==> config.mk <==
export PLATFORM = sky130hd
export DESIGN_NAME = fcv_queue
export DESIGN_NICKNAME = d
export VERILOG_FILES = /design/src/hw/rtl/fcv_pkg.sv /design/src/hw/rtl/fcv_queue.sv
export SDC_FILE = /design/constraint.sdc
export NUM_CORES = 1
export LEC_CHECK = 0
export BUFFER_PORTS_ARGS = -buffer_cell sky130_fd_sc_hd__buf_2
export CORE_UTILIZATION = 26
export CTS_CLUSTER_SIZE = 28
export DETAILED_ROUTE_END_ITERATION = 7
export PLACE_DENSITY = 0.46
export SLEW_MARGIN = 40
export SYNTH_ARGS = -nofsm -noshare
export SYNTH_HDL_FRONTEND = slang
export SYNTH_SLANG_ARGS = --single-unit
==> constraint.sdc <==
create_clock -name clk -period 8 [get_ports clk]
set_clock_uncertainty 0.05 [all_clocks]
set_input_delay 1.6 -clock clk [delete_from_list [all_inputs] [get_ports clk]]
set_output_delay 1.6 -clock clk [all_outputs]
set_load 0.02 [all_outputs]
==> src/hw/rtl/fcv_pkg.sv <==
`default_nettype none

package fcv_pkg;

  // Fixed field widths of the command and result beats
  localparam int VALUE_W   = 16;
  localparam int TAP_IDX_W = 10;
  localparam int TAP_CNT_W = 11;
  localparam int SUM_W     = 42;

  // Configuration register indexes
  localparam int REG_TAP_COUNT = 0;

  // Command codes; the spare code falls to a default arm
  typedef enum logic [1:0] {
    CMD_LOAD  = 2'd0,
    CMD_PUSH  = 2'd1,
    CMD_CLEAR = 2'd2
  } cmd_t;

  // Decoded operation handed from the front to the back
  typedef struct packed {
    cmd_t                        kind;
    logic [TAP_IDX_W-1:0]        index;
    logic signed [VALUE_W-1:0]   value;
  } op_t;

endpackage

`default_nettype wire

==> src/hw/rtl/fcv_queue.sv <==
`default_nettype none

module fcv_queue
  import fcv_pkg::*;
(
  input  wire logic clk,
  input  wire logic rst,
  input  wire logic push,
  input  wire op_t  push_op,
  output logic      full,
  input  wire logic pop,
  output op_t       head_op,
  output logic      empty
);

  // Two-entry queue between front and back
  op_t        slots [2];
  logic       wr_ptr;
  logic       rd_ptr;
  logic [1:0] count;

  assign full    = (count == 2'd2);
  assign empty   = (count == 2'd0);
  assign head_op = slots[rd_ptr];

  always_ff @(posedge clk) begin
    if (rst) begin
      wr_ptr <= 1'b0;
      rd_ptr <= 1'b0;
      count  <= 2'd0;
    end else begin
      if (push && !full) begin
        slots[wr_ptr] <= push_op;
        wr_ptr        <= ~wr_ptr;
      end
      if (pop && !empty) begin
        rd_ptr <= ~rd_ptr;
      end
      case ({push && !full, pop && !empty})
        2'b10:   count <= count + 2'd1;
        2'b01:   count <= count - 2'd1;
        default: count <= count;
      endcase
    end
  end

endmodule

`default_nettype wire

==> results.toml <==
[pwr]
leakagePower_nw = 1.06
powerDensity_nw_per_um2 = 307
ir_drop_v = 0.000106

[grt]
grt_use_total_pct = 9.88
grt_max_degree = 29
grt_pass1_vias = 1233
antenna_found_initial = 0
grt.overflow.total = 0
grt_pass1_wl_mm = 6.05

[sta]
slew_headroom_pct = 73.5
rsz0062_at_grt = "false"
fin_crit_ns = 3.20
finalSetupTns_ns = 0
finalMaxSlewViolations = 0
setup_viol_count_final = 0
fmax_ghz = 0.313
fin_hold_ws_ns = 0.472
worstMarginPinSlew_ns = 0.397
post-route-period-util_pct = 40.0
setup_ws_ns = 4.80
final_hold_viol_count = 0

[worst_setup_path]
cp_max_fo = 28
r2r_cells = 5
cp_data_arrival_time_ns = 1.55
rrSetupSlack_ns = 6.22
setup.worst_path.class = "register to primary output"
required_ns = 6.35
worstReg2RegStart = "count[1]"
startpoint_type = "register"
timing.rr.end = "count[1]"
endpoint_kind = "primary output"

[place]
hpwlAfterDp_mm = 2.73
numPortBuffers = 61
pre_cts_ws_ns = 5.12
globalplace.congestion = 0.619

[min_path]
min_from = "rd_ptr"
holdPathStages = 2
whs_endpoint = "rd_ptr"
holdCritPathClass = "register to register"

[synth]
synth.most_common_cell = "edfxtp_1"
synth_cell_types = 18
ys_seq_area_share_pct = 79.7
synth_area_leader_cell = "edfxtp_1"
synthSimpleGateAreaFrac_pct = 2.35
avgSynthCellArea_sq_um = 20.0
synthAdderAreaFrac_pct = 0.560
syn_inst = 112
synth_area_sq_um = 2230
async_flop_share_pct = 0
synth-xor-area-share_pct = 1.18
synth_compound_area_share_pct = 1.23
synth_ff_type = "edfxtp_1"
synthTopCellsByCount = "edfxtp_1 (56), mux2_1 (20), mux2_2 (8)"
synth_top_family_by_area = "multiplexers"
synth-edff-count = 56
yosys_warnings = 0
synth_seq_cells = 61
syn_nets = 145
synthTopCellsByArea = "edfxtp_1 (75%), mux2_1 (10%), dfxtp_1 (4.5%)"
synth_top_cell_area_share_pct = 75.3
synth.area.mux_share_pct = 14.1

[clock_tree]
cts_hold_buf = 0
cts_buffers = 9
clk_latency_ns = 0.32
clk_path_buf_depth = 2
cts_tree = "built"
cts_sinks = 61
cts_root_buf = "clkbuf_8"
ctsResizeCount = 0
htree_levels = 3
clk_pin_slew_ns = 0.06
post-cts-setup-buffers = 0

[status]
status = "completed"

[drt]
final_antenna_net_count = 0
wl_per_cell_microns = 14.0
viasPerCell = 4.10
vias = 1201
drc = 0
postRouteWirelength_mm = 4.11
first_pass_iters = 3
drt-initial-drc-count = 17

[floorplan]
die_x_microns = 94.7
placementRows = 33
die_area_sq_um = 8970
num_io_pins = 62
initial_utilization_pct = 27.1
die_h_microns = 94.7
core_region_area_sq_um = 8260

[layout]
drive_gt1_share_pct = 46.3
area_growth_pct = 28.3
n_antenna_cell = 0
finish.net_count = 217

[flow_run]
drv_cap = 0
critical path, stage by stage (launching register included):
cell	delay (ns)
dfxtp_1	0.31
buf_4	0.35
mux2_1	0.39
buf_2	0.17
layout by cell type, fill, tap and decap left out, drive strengths merged:
cell type	Yosys	final
a21oi	2	2
buf	3	64
bufinv	0	1
clkbuf	0	9
clkinv	0	4
clkinvlp	0	1
dfxtp	5	5
edfxtp	56	56
ha	1	1
inv	1	1
mux2	28	28
nand2b	1	1
nor2	4	4
nor2b	1	1
nor3	1	1
nor3b	1	1
o21a	1	1
o21ai	2	2
or3	2	2
xnor2	2	2
xor2	1	1
worst max path at each step:
stage,end,slack (ns)
floorplan,slots[1][0],3.71
global placement,head_op[7],5.15
detailed placement,head_op[12],5.12
CTS,head_op[12],4.75
global route,head_op[7],4.68
finish,head_op[7],4.80
flip-flops by register name, indices dropped and copies added (netlist names), named ones only:
register / count
wr_ptr: 1
rd_ptr: 1
slots: 56
count: 2
report_power, final:
| part | leakage (nW) | switching, mW | internal [mW] |
|---|---|---|---|
| clock | 0.0899 | 0.111 | 0.139 |
| combinational | 0.415 | 0.144 | 0.0930 |
| sequential | 0.555 | 0.0118 | 0.383 |
| total | 1.06 | 0.267 | 0.615 |
cell type report:
type	instances	area [sq um]
clock buffer	9	124
sequential	61	1780
fill	823	5390
clock inverter	6	55.1
multi-input combinational	47	444
tap	105	131
timing repair buffer	64	328
inverter	1	3.75
through the flow:
| step | total power, mW | std cells | utilization [%] | area, sq um |
|---|---|---|---|---|
| after global placement | 0.637 | 278 | 32.6 | 2690 |
| final | 0.882 | 293 | 34.7 | 2870 |
| after global routing | 0.928 | 293 | 34.7 | 2870 |
| after detailed placement | 0.644 | 278 | 32.6 | 2690 |
| after CTS | 0.897 | 293 | 34.7 | 2870 |
| after floorplan | 0.565 | 112 | - | 2230 |
cell families (layout without fill, tap and decap cells):
| group | Yosys count | count (layout) |
|---|---|---|
| AOI/OAI and AO/OA | 5 | 5 |
| xor gates and xnor gates | 3 | 3 |
| adders and majority gates | 1 | 1 |
| buffers and inverters | 4 | 80 |
| DFF | 61 | 61 |
| muxes | 28 | 28 |
| and+or+nand+nor | 10 | 10 |
routing by layer:
layer	vias up	GRT usage (%)	routed length [microns]
met5	-	0	0
met4	0	7.20	101
met3	10	3.62	235
met2	41	14.9	1900
met1	575	11.5	1870
li1	575	-	-
No activity file was read; power rests on OpenSTA's default activity.
